===== config.mk =====
export PLATFORM = sky130hd
export DESIGN_NAME = quoted_printable_encoder_flat
export DESIGN_NICKNAME = d
export VERILOG_FILES = /design/src/qpe_pkg.sv /design/src/qpe_stream_if.sv /design/src/qpe_front.sv /design/src/qpe_queue.sv /design/src/qpe_back.sv /design/src/quoted_printable_encoder.sv /design/src/flat_wrapper.sv
export SDC_FILE = /design/constraint.sdc
export NUM_CORES = 1
export LEC_CHECK = 0
export BUFFER_PORTS_ARGS = -buffer_cell sky130_fd_sc_hd__buf_2
export CAP_MARGIN = 25
export CORE_MARGIN = 2
export CORE_UTILIZATION = 56
export CTS_BUF_LIST = sky130_fd_sc_hd__clkbuf_8
export DETAILED_ROUTE_END_ITERATION = 8
export PLACE_DENSITY_LB_ADDON = 0.08
export SETUP_SLACK_MARGIN = 0.3
export SYNTH_ARGS = -nofsm -noshare
export SYNTH_HDL_FRONTEND = slang
export SYNTH_SLANG_ARGS = --single-unit

===== constraint.sdc =====
create_clock -name clk -period 7.3 [get_ports clk]
set_input_delay 0.365 -clock clk [delete_from_list [all_inputs] [get_ports clk]]
set_output_delay 0.365 -clock clk [all_outputs]
set_load 0.01 [all_outputs]

===== src/qpe_pkg.sv =====
// qpe_pkg: shared types, constants and helper functions of the
// quoted-printable encoder. No dependencies.
`timescale 1ns / 1ps

package qpe_pkg;

  // descriptor queue between front and back
  localparam int unsigned QDepth = 4;
  localparam int unsigned QAw    = $clog2(QDepth);
  localparam int unsigned QCw    = $clog2(QDepth + 1);

  // configuration port
  localparam int unsigned PAddrW = 3;
  localparam int unsigned PDataW = 32;
  localparam logic RegSoftBreaks = 1'b0;
  localparam logic RegLineLimit  = 1'b1;
  localparam logic [6:0] LimitReset = 7'd72;

  // characters
  localparam logic [7:0] ChEq   = 8'h3D;
  localparam logic [7:0] ChCr   = 8'h0D;
  localparam logic [7:0] ChLf   = 8'h0A;
  localparam logic [7:0] ChSp   = 8'h20;
  localparam logic [7:0] ChTab  = 8'h09;
  localparam logic [7:0] ChMax  = 8'd126;
  localparam logic [7:0] CntMax = 8'd255;

  // output units of one request, in emission order
  typedef enum logic [1:0] {
    UNIT_PEND  = 2'd0,
    UNIT_PSOFT = 2'd1,
    UNIT_NEW   = 2'd2,
    UNIT_NSOFT = 2'd3
  } unit_t;

  typedef struct packed {
    logic [3:0] mask;    // bit per unit_t value
    logic       p_esc;
    logic [7:0] p_byte;
    logic       n_esc;
    logic [7:0] n_byte;
  } desc_t;

  typedef struct packed {
    logic       soft_breaks;
    logic [6:0] line_limit;
  } cfg_t;

  function automatic logic is_blank(input logic [7:0] b);
    return (b == ChSp) || (b == ChTab);
  endfunction

  function automatic logic is_eol(input logic [7:0] b);
    return (b == ChCr) || (b == ChLf);
  endfunction

  function automatic logic needs_escape(input logic [7:0] b);
    return !is_eol(b) && ((b < ChSp) || (b == ChEq) || (b > ChMax));
  endfunction

  function automatic logic [7:0] hex_char(input logic [3:0] n);
    logic [7:0] r;
    if (n < 4'd10) begin
      r = 8'h30 + {4'd0, n};
    end else begin
      r = 8'h37 + {4'd0, n};
    end
    return r;
  endfunction

  // saturating line count update
  function automatic logic [7:0] count_add(input logic [7:0] c, input logic [1:0] k);
    logic [8:0] s;
    s = {1'b0, c} + {7'd0, k};
    return s[8] ? CntMax : s[7:0];
  endfunction

  // lowest unit present in mask and allowed
  function automatic unit_t pick_unit(input logic [3:0] mask, input logic [3:0] allow);
    unit_t r;
    r = UNIT_PEND;
    for (int j = 3; j >= 0; j--) begin
      if (mask[j] && allow[j]) begin
        r = unit_t'(j[1:0]);
      end
    end
    return r;
  endfunction

endpackage


===== src/qpe_stream_if.sv =====
// qpe_msg_if / qpe_enc_if: valid-ready channels of the encoder.
// No dependencies.
`timescale 1ns / 1ps

interface qpe_msg_if;
  logic       valid;
  logic       ready;
  logic [7:0] data_byte;
  logic       end_of_message;

  modport source (output valid, output data_byte, output end_of_message, input ready);
  modport sink   (input valid, input data_byte, input end_of_message, output ready);
endinterface

interface qpe_enc_if;
  logic       valid;
  logic       ready;
  logic [7:0] out_byte;
  logic       last_of_run;

  modport source (output valid, output out_byte, output last_of_run, input ready);
  modport sink   (input valid, input out_byte, input last_of_run, output ready);
endinterface


===== src/qpe_front.sv =====
// qpe_front: accepts message bytes, tracks held blank and line count,
// and builds at most one output descriptor per request. Depends on qpe_pkg.
`timescale 1ns / 1ps

module qpe_front (
  input  logic                clk,
  input  logic                rst,
  input  qpe_pkg::cfg_t       cfg,
  input  logic                in_valid,
  output logic                in_ready,
  input  logic [7:0]          data_byte,
  input  logic                end_of_message,
  output logic                push_valid,
  input  logic                push_ready,
  output qpe_pkg::desc_t      push_data
);

  logic       pend_valid;
  logic [7:0] pend_byte;
  logic [7:0] line_count;

  logic       pend_valid_next;
  logic [7:0] pend_byte_next;
  logic [7:0] line_count_next;

  logic       accept;
  logic       blank;
  logic       p_esc, p_soft;
  logic       n_en, n_esc, n_soft;
  logic [7:0] lc_p, lc_a, lc_n;
  logic [7:0] limit;

  assign limit    = {1'b0, cfg.line_limit};
  assign in_ready = push_ready;
  assign accept   = in_valid && in_ready;

  always_comb begin
    blank  = qpe_pkg::is_blank(data_byte);
    // held blank resolved first
    p_esc  = qpe_pkg::is_eol(data_byte);
    lc_p   = pend_valid ? qpe_pkg::count_add(line_count, p_esc ? 2'd3 : 2'd1) : line_count;
    p_soft = pend_valid && cfg.soft_breaks && (lc_p >= limit);
    lc_a   = p_soft ? 8'd0 : lc_p;
    // then the new byte
    n_en   = !blank || end_of_message;
    n_esc  = blank || qpe_pkg::needs_escape(data_byte);
    if (blank) begin
      lc_n = lc_a;
    end else if (qpe_pkg::is_eol(data_byte)) begin
      lc_n = 8'd0;
    end else begin
      lc_n = qpe_pkg::count_add(lc_a, n_esc ? 2'd3 : 2'd1);
    end
    n_soft = !blank && cfg.soft_breaks && (lc_n >= limit);

    push_data.mask   = {n_soft, n_en, p_soft, pend_valid};
    push_data.p_esc  = p_esc;
    push_data.p_byte = pend_byte;
    push_data.n_esc  = n_esc;
    push_data.n_byte = data_byte;
    push_valid       = in_valid && (push_data.mask != 4'd0);

    pend_valid_next = blank && !end_of_message;
    pend_byte_next  = pend_valid_next ? data_byte : pend_byte;
    line_count_next = end_of_message ? 8'd0 : (n_soft ? 8'd0 : lc_n);
  end

  always_ff @(posedge clk) begin
    if (rst) begin
      pend_valid <= 1'b0;
      line_count <= 8'd0;
    end else if (accept) begin
      pend_valid <= pend_valid_next;
      line_count <= line_count_next;
    end
  end

  always_ff @(posedge clk) begin
    if (accept) begin
      pend_byte <= pend_byte_next;
    end
  end

endmodule


===== src/qpe_queue.sv =====
// qpe_queue: small descriptor queue between front and back.
// Depends on qpe_pkg.
`timescale 1ns / 1ps

module qpe_queue (
  input  logic           clk,
  input  logic           rst,
  input  logic           push_valid,
  output logic           push_ready,
  input  qpe_pkg::desc_t push_data,
  output logic           pop_valid,
  input  logic           pop_ready,
  output qpe_pkg::desc_t pop_data
);

  qpe_pkg::desc_t mem [qpe_pkg::QDepth];
  logic [qpe_pkg::QAw-1:0] wr_ptr, rd_ptr;
  logic [qpe_pkg::QCw-1:0] count;
  logic push, pop;

  assign push_ready = (count != qpe_pkg::QCw'(qpe_pkg::QDepth));
  assign pop_valid  = (count != '0);
  assign pop_data   = mem[rd_ptr];
  assign push       = push_valid && push_ready;
  assign pop        = pop_valid && pop_ready;

  always_ff @(posedge clk) begin
    if (rst) begin
      wr_ptr <= '0;
      rd_ptr <= '0;
      count  <= '0;
    end else begin
      if (push) begin
        wr_ptr <= wr_ptr + 1'b1;
      end
      if (pop) begin
        rd_ptr <= rd_ptr + 1'b1;
      end
      if (push && !pop) begin
        count <= count + 1'b1;
      end else if (pop && !push) begin
        count <= count - 1'b1;
      end
    end
  end

  always_ff @(posedge clk) begin
    if (push) begin
      mem[wr_ptr] <= push_data;
    end
  end

  // occupancy follows the pointers
  a_count_ptrs: assert property (@(posedge clk) disable iff (rst)
    (count != qpe_pkg::QCw'(qpe_pkg::QDepth)) |->
      (count[qpe_pkg::QAw-1:0] == qpe_pkg::QAw'(wr_ptr - rd_ptr)))
    else $error("queue count disagrees with pointers");

  a_count_up: assert property (@(posedge clk) disable iff (rst)
    (push && !pop) |=> (count == $past(count) + 1'b1))
    else $error("queue count missed a push");

endmodule


===== src/qpe_back.sv =====
// qpe_back: expands queued descriptors into output bytes, one per cycle
// while the receiver is ready, through a registered output stage. Depends on qpe_pkg.
`timescale 1ns / 1ps

module qpe_back (
  input  logic           clk,
  input  logic           rst,
  input  logic           pop_valid,
  output logic           pop_ready,
  input  qpe_pkg::desc_t pop_data,
  output logic           out_valid,
  input  logic           out_ready,
  output logic [7:0]     out_byte,
  output logic           last_of_run
);

  logic           cur_valid;
  qpe_pkg::desc_t cur;
  qpe_pkg::unit_t unit;
  logic [1:0]     sub;

  logic           emit, load, multi, unit_last, more, run_end;
  logic [3:0]     allow;
  qpe_pkg::unit_t unit_next;
  logic [7:0]     lit, ch;
  logic           esc;

  assign emit = cur_valid && (!out_valid || out_ready);

  always_comb begin
    allow     = 4'b1110 << unit;
    more      = |(cur.mask & allow);
    unit_next = qpe_pkg::pick_unit(cur.mask, allow);
    lit       = (unit == qpe_pkg::UNIT_NEW) ? cur.n_byte : cur.p_byte;
    esc       = (unit == qpe_pkg::UNIT_NEW) ? cur.n_esc : cur.p_esc;
    ch        = qpe_pkg::ChEq;
    case (unit)
      qpe_pkg::UNIT_PEND, qpe_pkg::UNIT_NEW: begin
        multi = esc;
        case (sub)
          2'd0:    ch = esc ? qpe_pkg::ChEq : lit;
          2'd1:    ch = qpe_pkg::hex_char(lit[7:4]);
          2'd2:    ch = qpe_pkg::hex_char(lit[3:0]);
          default: ch = qpe_pkg::ChEq;
        endcase
      end
      default: begin
        // soft break: = CR LF
        multi = 1'b1;
        case (sub)
          2'd1:    ch = qpe_pkg::ChCr;
          2'd2:    ch = qpe_pkg::ChLf;
          default: ch = qpe_pkg::ChEq;
        endcase
      end
    endcase
    unit_last = !multi || (sub == 2'd2);
    run_end   = unit_last && !more;
    load      = pop_valid && (!cur_valid || (emit && run_end));
  end

  assign pop_ready = load;

  always_ff @(posedge clk) begin
    if (rst) begin
      cur_valid <= 1'b0;
    end else if (load) begin
      cur_valid <= 1'b1;
    end else if (emit && run_end) begin
      cur_valid <= 1'b0;
    end
  end

  always_ff @(posedge clk) begin
    if (load) begin
      cur  <= pop_data;
      unit <= qpe_pkg::pick_unit(pop_data.mask, 4'b1111);
      sub  <= 2'd0;
    end else if (emit) begin
      if (unit_last) begin
        unit <= unit_next;
        sub  <= 2'd0;
      end else begin
        sub <= sub + 2'd1;
      end
    end
  end

  always_ff @(posedge clk) begin
    if (rst) begin
      out_valid <= 1'b0;
    end else if (emit) begin
      out_valid <= 1'b1;
    end else if (out_ready) begin
      out_valid <= 1'b0;
    end
  end

  always_ff @(posedge clk) begin
    if (emit) begin
      out_byte    <= ch;
      last_of_run <= run_end;
    end
  end

  a_unit_present: assert property (@(posedge clk) disable iff (rst)
    cur_valid |-> cur.mask[unit])
    else $error("walking a unit absent from the descriptor");

  a_literal_single: assert property (@(posedge clk) disable iff (rst)
    (cur_valid && !multi) |-> (sub == 2'd0))
    else $error("literal unit past its first byte");

endmodule


===== src/quoted_printable_encoder.sv =====
// quoted_printable_encoder: top level, configuration registers and the
// front / queue / back chain. Depends on qpe_pkg, qpe_stream_if and submodules.
`timescale 1ns / 1ps

// usage
//   msg carries one raw message byte per request plus an end-of-message
//   flag; enc carries encoded bytes, last_of_run marking the final byte
//   caused by a request. a space or tab not at message end is held and
//   makes no output bytes until the next request.
//   registers: add_soft_breaks at byte address 0, line_limit at 4, written
//   through the apb port while the block is idle; pready is tied high.
// pipeline and output
//   the front classifies a request in the cycle it is accepted and pushes a
//   descriptor into a 4-deep queue; the back loads it into its descriptor
//   register and emits from there through the registered output stage.
//   the back emits one byte per cycle while the receiver is ready; a request
//   makes 0 to 10 bytes: 1 for a plain byte, 3 for an escape, plus 3 per
//   soft break. the output serializer sets the rate.
// reset and stall
//   rst (synchronous) clears the held blank, line count, queue and output
//   stage, and restores soft breaks off and line limit 72.
//   a stalled receiver holds the output register; the back stops, the queue
//   fills and msg.ready drops only when the queue is full.

module quoted_printable_encoder (
  input  logic                        clk,
  input  logic                        rst,
  qpe_msg_if.sink                     msg,
  qpe_enc_if.source                   enc,
  input  logic                        psel,
  input  logic                        penable,
  input  logic                        pwrite,
  input  logic [qpe_pkg::PAddrW-1:0]  paddr,
  input  logic [qpe_pkg::PDataW-1:0]  pwdata,
  output logic [qpe_pkg::PDataW-1:0]  prdata,
  output logic                        pready
);

  qpe_pkg::cfg_t  cfg;
  qpe_pkg::desc_t push_data, pop_data;
  logic           push_valid, push_ready;
  logic           pop_valid, pop_ready;
  logic           cfg_write;

  // apb register file: index is the word address bit
  assign pready    = 1'b1;
  assign cfg_write = psel && penable && pwrite && pready;

  always_ff @(posedge clk) begin
    if (rst) begin
      cfg.soft_breaks <= 1'b0;
      cfg.line_limit  <= qpe_pkg::LimitReset;
    end else if (cfg_write) begin
      if (paddr[2] == qpe_pkg::RegSoftBreaks) begin
        cfg.soft_breaks <= pwdata[0];
      end else begin
        cfg.line_limit <= pwdata[6:0];
      end
    end
  end

  // read back whichever register the address selects
  assign prdata = (paddr[2] == qpe_pkg::RegLineLimit)
                ? {{(qpe_pkg::PDataW-7){1'b0}}, cfg.line_limit}
                : {{(qpe_pkg::PDataW-1){1'b0}}, cfg.soft_breaks};

  // front: classify each request and track held blank and line count
  qpe_front u_front (
    .clk            (clk),
    .rst            (rst),
    .cfg            (cfg),
    .in_valid       (msg.valid),
    .in_ready       (msg.ready),
    .data_byte      (msg.data_byte),
    .end_of_message (msg.end_of_message),
    .push_valid     (push_valid),
    .push_ready     (push_ready),
    .push_data      (push_data)
  );

  // decoupling queue so input keeps flowing while the output serializes
  qpe_queue u_queue (
    .clk        (clk),
    .rst        (rst),
    .push_valid (push_valid),
    .push_ready (push_ready),
    .push_data  (push_data),
    .pop_valid  (pop_valid),
    .pop_ready  (pop_ready),
    .pop_data   (pop_data)
  );

  // back: one encoded byte per cycle into the output register while the receiver is ready
  qpe_back u_back (
    .clk         (clk),
    .rst         (rst),
    .pop_valid   (pop_valid),
    .pop_ready   (pop_ready),
    .pop_data    (pop_data),
    .out_valid   (enc.valid),
    .out_ready   (enc.ready),
    .out_byte    (enc.out_byte),
    .last_of_run (enc.last_of_run)
  );

endmodule


===== src/flat_wrapper.sv =====
// flat-port wrapper written by rule: the top's interface ports become plain ports
module quoted_printable_encoder_flat 
  (clk, rst, psel, penable, pwrite, paddr, pwdata, prdata, pready, msg_valid, msg_data_byte, msg_end_of_message, msg_ready, enc_valid, enc_out_byte, enc_last_of_run, enc_ready);
  qpe_msg_if msg_i ();
  qpe_enc_if enc_i ();
  input  logic clk;
  input  logic rst;
  input  logic psel;
  input  logic penable;
  input  logic pwrite;
  input  logic [qpe_pkg::PAddrW-1:0] paddr;
  input  logic [qpe_pkg::PDataW-1:0] pwdata;
  output logic [qpe_pkg::PDataW-1:0] prdata;
  output logic pready;
  input wire logic [$bits(msg_i.valid)-1:0] msg_valid;
  input wire logic [$bits(msg_i.data_byte)-1:0] msg_data_byte;
  input wire logic [$bits(msg_i.end_of_message)-1:0] msg_end_of_message;
  output wire logic [$bits(msg_i.ready)-1:0] msg_ready;
  output wire logic [$bits(enc_i.valid)-1:0] enc_valid;
  output wire logic [$bits(enc_i.out_byte)-1:0] enc_out_byte;
  output wire logic [$bits(enc_i.last_of_run)-1:0] enc_last_of_run;
  input wire logic [$bits(enc_i.ready)-1:0] enc_ready;
  assign msg_i.valid = msg_valid;
  assign msg_i.data_byte = msg_data_byte;
  assign msg_i.end_of_message = msg_end_of_message;
  assign msg_ready = msg_i.ready;
  assign enc_valid = enc_i.valid;
  assign enc_out_byte = enc_i.out_byte;
  assign enc_last_of_run = enc_i.last_of_run;
  assign enc_i.ready = enc_ready;
  quoted_printable_encoder u_core (.clk(clk), .rst(rst), .msg(msg_i), .enc(enc_i), .psel(psel), .penable(penable), .pwrite(pwrite), .paddr(paddr), .pwdata(pwdata), .prdata(prdata), .pready(pready));
endmodule

==> run summary, run 1 <==
Cell types with the largest area share after synthesis - edfxtp_1, dfxtp_1, mux4_2
Number of buffers on the longest clock path - 2
Total length of routed wires - 15.1 mm
Crit path launch type - input pin
Most used flip-flop cell after synthesis - edfxtp_1
Worst skew pair latency - 440 ps
Overall power of the completed layout - 2710 uW
Number of distinct standard cells referenced by the synthesized netlist - 67
Post-synthesis register bit count - 158
Average wire per standard cell - 17.5 um
Std cell rows - 42
Die boundary width - 121 um
Number of hold violations in the final report - 0
Clock buffers created by TritonCTS - 17
Post-route DRC violation count - 0
Reg2Reg Launch Point - u_core.u_front.line_count[0]
Static leakage power - 0.00326 uW
Final estimated routing congestion in global placement - 0.836
Hold slack - 118 ps
Data required time of the critical path - 7630 ps
Internal Dissipation - 1800 uW
Area fraction of the dominant cell type after synthesis - 0.498
Synthesis Warnings - 0
Yosys top cell by area - edfxtp_1
First-pass GRT wire length - 24.5 mm
Startpoint of the worst hold path - pwdata[6]
Fin nets - 756
Register share of total power - 0.469
Via count - 4,951
Kind of end point of the critical path - register
Number of global-route vias before repair - 4,884
Sequential area share after synthesis - 0.576
Data arrival time of the critical path - 6570 ps
Cell with the largest stage delay on the worst path - fa_1
Die Ht - 121 um
CTS H-tree lvls - 4
Number of hold buffers added after cts - 0
Average instance area after synthesis - 12.8 um2
Clock transition at the registers of the reported paths - 80 ps
Post-route clock period utilization - 0.855
Post-place setup slack - 568 ps
Clock skew after layout - 9.91 ps
CORE AREA - 13,300 um2
Delay-heaviest family, CP - compound AO/OA/AOI/OAI gates
Diode count - 0
Maximum operating frequency - 0.160 GHz
Pin count of the biggest net entering global routing - 30
Post-CTS Resized - 0
Fraction of power spent switching nets - 0.334
Clock network fraction of total power - 0.225
Num Clock Sinks - 158
Peak VDD IR - 0.162 mV
Setup Viol. Count Final - 0
R2r setup slk - 1190 ps
Count of routing violations after the opening detailed-route iteration - 334
All-Layer GR Usage - 0.221
Part of the total power dissipated in combinational logic - 0.306
Most common cell in the synthesized netlist - edfxtp_1
Net switching component of the power - 903 uW
Final-layout fill cell count - 1,028
Class of the most critical setup path - input pin to register
Area growth from synthesis to final layout - 11.4%
Max stage delay on crit path - 450 ps
Unrepaired setup endpoints after global routing - no
Path type of the worst min-delay path - input pin to register
Overflow after GRT - 0
Power density over the cells - 315 nW/um2
Final Worst Setup Slack - 1060 ps
Post CTS Setup Buffer Count - 0
Post-DP HPWL - 10.8 mm
Vias per inst - 5.74
Effective utilization at floorplan - 0.578
CTS root buffer - clkbuf_8
Fraction of final layout cells sized beyond drive strength 1 - 0.207
Combined buffer and inverter count along the critical path - 6
First drt pass iteration count - 5
Die Footprint - 14,700 um2
Setup TNS Final - 0 ps
Initial antenna violation count - 0
Reg2reg end - u_core.u_front.line_count[5]
EDFF count, synth - 128
Number of input and output port buffers inserted - 41
Synthesized cell area - 7710 um2
Largest fanout on the critical path - 11
FF-to-FF path depth - 28
Share of async-settable or async-resettable flops after synthesis - 0
Max-Slew Margin vs Limit - 0.449
Worst hold path cell count - 2
Top cells by instance count after synthesis - edfxtp_1, nand2_1, a21oi_1, nor2_1, dfxtp_1
Post-route ant nets - 0
Clock tree from TritonCTS - built
Worst Tran Pin Value - 818 ps
Cells after synthesis - 602
Final max-slew violation count - 0
Number of primary I/O pins - 95
Final worst path period need - 6240 ps
Terminating pin of the worst hold path - u_core.cfg[6]
Result of the run - finished clean
Max-cap violation count - 0
-- final cells by class --
class,count,area (um2),share of cell area
tap,176,220,0.0256
multi-input combinational,394,2960,0.344
clock buffer,17,234,0.0272
inverter,30,113,0.0131
clock inverter,15,140,0.0163
timing repair buffer,73,482,0.0561
sequential,158,4440,0.517
-- how the worst max path moves through the flow --
stage | from | to | slack, ps | depth (start not counted)
after detailed placement | msg_data_byte[7] | u_core.u_front.line_count[5] | 570 | 31
after floorplan | msg_data_byte[4] | u_core.u_front.line_count[0] | 1110 | 29
final | msg_data_byte[7] | u_core.u_front.line_count[5] | 1060 | 30
after global placement | msg_data_byte[7] | u_core.u_front.line_count[6] | 650 | 31
after global routing | msg_data_byte[4] | u_core.u_front.line_count[5] | 480 | 33
after CTS | msg_data_byte[7] | u_core.u_front.line_count[5] | 1030 | 31
-- cells in the final DEF, fill, tap and decap left out, drive strengths merged, types with 5 or more instances in the layout --
| master | netlist | routed |
|---|---|---|
| xnor2 | 5 | 5 |
| and4 | 5 | 5 |
| nand2 | 46 | 46 |
| nor3 | 6 | 6 |
| edfxtp | 128 | 128 |
| a31oi | 5 | 5 |
| mux2i | 13 | 13 |
| nor2b | 8 | 8 |
| a21oi | 43 | 43 |
| ha | 28 | 28 |
| o21ai | 29 | 29 |
| mux4 | 22 | 22 |
| and2 | 7 | 7 |
| nand4 | 6 | 6 |
| clkinv | 0 | 5 |
| nor2 | 39 | 39 |
| o31ai | 6 | 6 |
| nand3 | 12 | 12 |
| a211o | 5 | 5 |
| nand2b | 7 | 7 |
| conb | 2 | 26 |
| dfxtp | 30 | 30 |
| buf | 38 | 73 |
| a211oi | 9 | 9 |
| inv | 30 | 36 |
| clkbuf | 6 | 17 |
-- flip-flops by register name, indices dropped and copies added (netlist names), named ones only --
name                       count
u_core.cfg                     8
u_core.u_back.cur             21
u_core.u_back.cur_valid        1
u_core.u_back.last_of_run      1
u_core.u_back.out_byte         8
u_core.u_back.out_valid        1
u_core.u_back.sub              2
u_core.u_back.unit             2
u_core.u_front.line_count      8
u_core.u_front.pend_byte       8
u_core.u_front.pend_valid      1
u_core.u_queue.count           3
u_core.u_queue.mem            88
u_core.u_queue.rd_ptr          2
u_core.u_queue.wr_ptr          2
-- power groups by stage --
| stage | clock network [uW] | registers [uW] | logic, uW |
|---|---|---|---|
| global placement | 0 | 1290 | 795 |
| floorplan | 0 | 1280 | 610 |
| global route | 655 | 1280 | 921 |
| CTS | 619 | 1270 | 838 |
| detailed placement | 0 | 1290 | 833 |
| finish | 608 | 1270 | 828 |
-- worst reg2reg max path: cells and delay by family, from the launching register on --
kind | cells | cell delay, ps
DFF | 1 | 420
buffers and inverters | 6 | 740
and+or+nand+nor | 8 | 1510
AOI/OAI and AO/OA | 10 | 2130
adders and majority gates | 4 | 1200
-- logic make-up (layout without fill, tap and decap cells) --
logic type	after synthesis	count (layout)	synth area share
buf+inv	74	135	0.0519
simple gates	158	158	0.106
other cells	2	26	0.000974
mux	36	36	0.0826
fa+ha+maj	31	31	0.0532
flops	158	158	0.576
xor+xnor	9	9	0.0102
compound gates	134	134	0.119
-- metal layers --
metal	part of all wire	global-route usage
met5	0	0
met4	0.017	0.0711
met3	0.048	0.0446
met2	0.49	0.371
met1	0.45	0.290
-- metrics by stage --
step                      area [um2]  instances  utilization
final                           8590        863        0.644
after global routing            8590        863        0.644
after CTS                       8590        863        0.644
after detailed placement        8220        831        0.615
after global placement          8180        829        0.613
after floorplan                 7800        626            -
Note: power is estimated with default switching activity, not from simulation.
==> inputs of run 2 (changes only) <==
BUFFER_PORTS_ARGS = -buffer_cell sky130_fd_sc_hd__clkbuf_2   (was -buffer_cell sky130_fd_sc_hd__buf_2)
==> run 2 against run 1 <==
Sequential power is essentially flat. Combinational power about the same. Utilization is 0.40 points higher. Critical path depth is 2 higher. Die area did not move. Worst hold slack worse by 15 ps. Power increased by 3.0%. Via count up 0.14%. Register-to-register slack lost 100 ps. Largest cell class unchanged.
==> run summary, run 2 (same netlist as run 1, synthesis figures left out) <==
Number of primary I/O pins - 95 (unchanged)
Data arrival time of the critical path - 6660 ps (was 6570 ps)
Post-CTS Resized - 0 (unchanged)
Pin count of the biggest net entering global routing - 30 (unchanged)
Clock skew after layout - 9.52 ps (was 9.91 ps)
Number of input and output port buffers inserted - 41 (unchanged)
Overall power of the completed layout - 2790 uW (was 2710 uW)
Setup Viol. Count Final - 0 (unchanged)
Setup TNS Final - 0 ps (unchanged)
Power density over the cells - 322 nW/um2 (was 315 nW/um2)
Data required time of the critical path - 7650 ps (was 7630 ps)
CTS H-tree lvls - 4 (unchanged)
Max stage delay on crit path - 470 ps (was 450 ps)
Total length of routed wires - 14.8 mm (was 15.1 mm)
Class of the most critical setup path - input pin to register (unchanged)
Peak VDD IR - 0.195 mV (was 0.162 mV)
CTS root buffer - clkbuf_8 (unchanged)
Biggest registers after layout - u_core.u_queue.mem x88, u_core.u_back.cur x21 (unchanged)
Effective utilization at floorplan - 0.578 (unchanged)
Post-route DRC violation count - 0 (unchanged)
Register name with the most flops - u_core.u_queue.mem (unchanged)
Initial antenna violation count - 0 (unchanged)
Maximum operating frequency - 0.159 GHz (was 0.160 GHz)
Unrepaired setup endpoints after global routing - no (unchanged)
Final worst path period need - 6310 ps (was 6240 ps)
Number of global-route vias before repair - 4,812 (was 4,884)
Crit-path most repeated cell - buf_4
Worst skew pair latency - 460 ps (was 440 ps)
First drt pass iteration count - 4 (was 5)
Die Ht - 121 um (unchanged)
Final max-slew violation count - 0 (unchanged)
Max-cap violation count - 0 (unchanged)
Commonest cells after routing, fill and taps aside - edfxtp_1, nand2_1, a21oi_1, clkbuf_2, nor2_1 (was edfxtp_1, nand2_1, a21oi_1, buf_2, nor2_1)
Clock transition at the registers of the reported paths - 90 ps (was 80 ps)
Final estimated routing congestion in global placement - 0.846 (was 0.836)
Number of hold buffers added after cts - 0 (unchanged)
Area growth from synthesis to final layout - 12.1% (was 11.4%)
Post-route ant nets - 0 (unchanged)
Instance count after placement with tap cells included - 831 (unchanged)
Kind of end point of the critical path - register (unchanged)
Number of hold violations in the final report - 0 (unchanged)
Die Footprint - 14,700 um2 (unchanged)
All-Layer GR Usage - 0.218 (was 0.221)
Die boundary width - 121 um (unchanged)
Fraction of final layout cells sized beyond drive strength 1 - 0.208 (was 0.207)
Worst Tran Pin Value - 781 ps (was 818 ps)
Number of buffers on the longest clock path - 2 (unchanged)
Largest fanout on the critical path - 11 (unchanged)
Via count - 4,958 (was 4,951)
Most common cell after layout, fill and taps aside - edfxtp_1 (unchanged)
Clock buffers created by TritonCTS - 17 (unchanged)
Static leakage power - 0.00329 uW (was 0.00326 uW)
Num Clock Sinks - 158 (unchanged)
Final cell count without fillers - 863 (unchanged)
Final-layout fill cell count - 1,041 (was 1,028)
Flip-flop count of the largest register after layout - 88 (unchanged)
FF-to-FF path depth - 30 (was 28)
Post-route clock period utilization - 0.864 (was 0.855)
Final instance area - 8640 um2 (was 8590 um2)
Area post-placement - 8220 um2 (unchanged)
Clock tree from TritonCTS - built (unchanged)
Crit path launch type - input pin (unchanged)
CORE AREA - 13,300 um2 (unchanged)
Overflow after GRT - 0 (unchanged)
Cell with the largest stage delay on the worst path - o21ai_0 (was fa_1)
Fin nets - 756 (unchanged)
Diode count - 0 (unchanged)
Average wire per standard cell - 17.2 um (was 17.5 um)
Std cell rows - 42 (unchanged)
Max-Slew Margin vs Limit - 0.474 (was 0.449)
Result of the run - finished clean (unchanged)
Worst hold path cell count - 2 (unchanged)
Post CTS Setup Buffer Count - 0 (unchanged)
First-pass GRT wire length - 24.2 mm (was 24.5 mm)
Path type of the worst min-delay path - input pin to register (unchanged)
Post-DP HPWL - 10.2 mm (was 10.8 mm)
Vias per inst - 5.75 (was 5.74)
Count of routing violations after the opening detailed-route iteration - 354 (was 334)
run 2: changes by cell type in the layout (fill, tap and decap cells not counted), sizes merged:
cell | before | now
clkinv | 5 | 2
bufinv | 1 | 3
buf | 73 | 32
clkinvlp | 3 | 1
inv | 36 | 38
clkbuf | 17 | 59
run 2: final cells by class:
class	count	area, um2	share of cell area
well taps	176	220	0.0255
clock buffers	18	248	0.0287
clock inverters	14	180	0.0208
repair buffers	73	482	0.0557
inverters	30	113	0.0130
multi-input cells	394	2960	0.342
flip-flops and latches	158	4440	0.514
run 2: final timing paths:
kind / from / endpoint / slack, ps
worst min register to register: u_core.cfg[1] / u_core.cfg[1] / 460
worst max-delay path: msg_data_byte[7] / u_core.u_front.line_count[1] / 990
worst max register to register: u_core.u_front.line_count[0] / u_core.u_front.line_count[1] / 1090
worst min-delay path: pwdata[6] / u_core.cfg[6] / 100
run 2: through the flow:
step | setup WS [ps] | util | hold slack, ps
3_5_place_dp | 559 | 0.615 | 450
2_1_floorplan | 1110 | - | 436
3_3_place_gp | 716 | 0.613 | 446
4_1_cts | 1050 | 0.648 | 73.6
5_1_grt | 476 | 0.648 | 99.4
6_report | 991 | 0.648 | 104
run 2: power breakdown:
part	total, uW	switching (uW)	internal [uW]
combinational	828	490	338
clock	694	339	355
sequential	1260	72.7	1190
run 2: metal layers:
| layer | track usage | vias to the layer above | share of wire |
|---|---|---|---|
| met5 | 0 | - | 0 |
| met4 | 0.0862 | 0 | 0.016 |
| met3 | 0.0479 | 22 | 0.046 |
| met2 | 0.347 | 138 | 0.48 |
| met1 | 0.294 | 2427 | 0.46 |
| li1 | - | 2371 | - |
run 2: critical path, delay by kind of cell:
family / cells / cell delay, ps
adder cells (fa/ha/maj): 4 / 1430
buffers and inverters: 8 / 1200
AO/OA/AOI/OAI: 13 / 2310
AND/OR/NAND/NOR: 7 / 1330
==> inputs of run 3 (changes only) <==
PLACE_DENSITY = 0.88   (was not set)
PLACE_DENSITY_LB_ADDON = not set   (was 0.08)
==> run 3 against run 2 <==
Combinational power grew 1%. Utilization grew 0.17 points. Via count grew 3.3%. Critical path type unchanged. Fmax grew 0.23%. Flip-flop and latch count is the same. Power shrank 0.49%. Routed wire length grew 7.4%. Largest cell class unchanged. Die area is the same. Design area grew 0.26%. Global-route usage grew 1.5 points. Sequential share of layout area shrank 0.13 points. Cell count grew 0.23%.
==> run summary, run 3 (same netlist as run 1, synthesis figures left out) <==
Clock buffers created by TritonCTS - 17 (unchanged)
CTS root buffer - clkbuf_8 (unchanged)
Diode count - 0 (unchanged)
Effective utilization at floorplan - 0.578 (unchanged)
Die Ht - 121 um (unchanged)
Post-route ant nets - 0 (unchanged)
Largest fanout on the critical path - 11 (unchanged)
Max stage delay on crit path - 470 ps (about the same)
Number of global-route vias before repair - 5,136 (was 4,812)
Max-Slew Margin vs Limit - 0.345 (was 0.474)
Path type of the worst min-delay path - input pin to register (unchanged)
Total length of routed wires - 15.9 mm (was 14.8 mm)
Post-DP HPWL - 11.4 mm (was 10.2 mm)
Post CTS Setup Buffer Count - 0 (unchanged)
Post-route DRC violation count - 0 (unchanged)
Final-layout fill cell count - 966 (was 1,041)
All-Layer GR Usage - 0.233 (was 0.218)
Peak VDD IR - 0.167 mV (was 0.195 mV)
Die boundary width - 121 um (unchanged)
Die Footprint - 14,700 um2 (unchanged)
Result of the run - finished clean (unchanged)
Std cell rows - 42 (unchanged)
Cell with the largest stage delay on the worst path - fa_1 (was o21ai_0)
Overflow after GRT - 0 (unchanged)
Instance count after placement with tap cells included - 833 (was 831)
Clock transition at the registers of the reported paths - 80 ps (was 90 ps)
Data required time of the critical path - 7670 ps (was 7650 ps)
Commonest cells after routing, fill and taps aside - edfxtp_1, nand2_1, a21oi_1, clkbuf_2, nor2_1 (unchanged)
Worst skew pair latency - 460 ps (about the same)
First drt pass iteration count - 5 (was 4)
Static leakage power - 0.00330 uW (was 0.00329 uW)
Unrepaired setup endpoints after global routing - no (unchanged)
Setup TNS Final - 0 ps (unchanged)
Clock tree from TritonCTS - built (unchanged)
Max-cap violation count - 0 (unchanged)
Via count - 5,121 (was 4,958)
Count of routing violations after the opening detailed-route iteration - 517 (was 354)
Number of buffers on the longest clock path - 2 (unchanged)
Final worst path period need - 6290 ps (was 6310 ps)
CTS H-tree lvls - 4 (unchanged)
First-pass GRT wire length - 25.8 mm (was 24.2 mm)
Class of the most critical setup path - input pin to register (unchanged)
Initial antenna violation count - 0 (unchanged)
Average wire per standard cell - 18.4 um (was 17.2 um)
Vias per inst - 5.92 (was 5.75)
Clock skew after layout - 10.2 ps (was 9.52 ps)
Pin count of the biggest net entering global routing - 29 (was 30)
Maximum operating frequency - 0.159 GHz (about the same)
Num Clock Sinks - 158 (unchanged)
Hold slack - 103 ps (was 104 ps)
Biggest registers after layout - u_core.u_queue.mem x88, u_core.u_back.cur x21 (unchanged)
Post-CTS Resized - 0 (unchanged)
Final cell count without fillers - 865 (was 863)
Area growth from synthesis to final layout - 12.4% (was 12.1%)
Most common cell after layout, fill and taps aside - edfxtp_1 (unchanged)
Number of primary I/O pins - 95 (unchanged)
Worst Tran Pin Value - 980 ps (was 781 ps)
Fraction of final layout cells sized beyond drive strength 1 - 0.210 (was 0.208)
Number of hold violations in the final report - 0 (unchanged)
Footprint of the flip-flops and latches - 4440 um2 (unchanged)
Data arrival time of the critical path - 6670 ps (was 6660 ps)
Power density over the cells - 320 nW/um2 (was 322 nW/um2)
CORE AREA - 13,300 um2 (unchanged)
Final max-slew violation count - 0 (unchanged)
Number of hold buffers added after cts - 0 (unchanged)
Number of input and output port buffers inserted - 41 (unchanged)
Setup Viol. Count Final - 0 (unchanged)
Crit path launch type - input pin (unchanged)
Register name with the most flops - u_core.u_queue.mem (unchanged)
Final estimated routing congestion in global placement - 0.927 (was 0.846)
Post-route clock period utilization - 0.862 (was 0.864)
Flip-flop count of the largest register after layout - 88 (unchanged)
Kind of end point of the critical path - register (unchanged)
Area used by multi-input combinational logic - 2960 um2 (unchanged)
Fin nets - 759 (was 756)
[run 3: final timing paths]
check	startpoint	to	slack, ps	cells after the start
hold / removal	pwdata[6]	u_core.cfg[6]	100	2
setup / recovery	msg_data_byte[4]	u_core.u_front.line_count[0]	1010	30
setup reg to reg	u_core.u_front.line_count[0]	u_core.u_front.line_count[0]	1140	28
hold reg to reg	u_core.cfg[2]	u_core.cfg[2]	460	2
[run 3: metrics by stage]
| step | setup WS, ps | area, um2 | util | total power [uW] |
|---|---|---|---|---|
| 6_report | 1010 | 8670 | 0.649 | 2770 |
| 5_1_grt | 608 | 8670 | 0.649 | 2920 |
| 4_1_cts | 1060 | 8650 | 0.648 | 2770 |
| 3_5_place_dp | 598 | 8250 | 0.618 | 2110 |
| 3_3_place_gp | 803 | 8180 | 0.613 | 2040 |
| 2_1_floorplan | 1110 | 7800 | - | 1890 |
[run 3: where the power goes]
| part | leakage [uW] | switching (uW) | internal (uW) | total [uW] |
|---|---|---|---|---|
| combinational | 0.00167 | 498 | 342 | 840 |
| sequential | 0.00142 | 81.4 | 1190 | 1270 |
| clock | 0.000207 | 322 | 337 | 659 |
[run 3: layout make-up]
type | count | share of cell area
flip-flops and latches | 158 | 0.513
multi-input cells | 394 | 0.341
repair buffers | 76 | 0.0612
clock buffers | 17 | 0.0270
well taps | 176 | 0.0254
clock inverters | 14 | 0.0193
inverters | 30 | 0.0130
[run 3: per-layer routing]
metal	global-route usage	share of wire	vias up
met1	0.299	0.42	2476
li1	-	-	2376
met5	0	0	-
met3	0.0634	0.069	27
met4	0.0848	0.017	0
met2	0.383	0.50	242
[run 3: worst max-delay path: cells and delay by family]
family | cells | cell delay, ps
xor gates and xnor gates | 1 | 270
adders and majority gates | 4 | 1250
AOI/OAI and AO/OA | 13 | 2500
and+or+nand+nor | 7 | 1570
buffers and inverters | 5 | 700
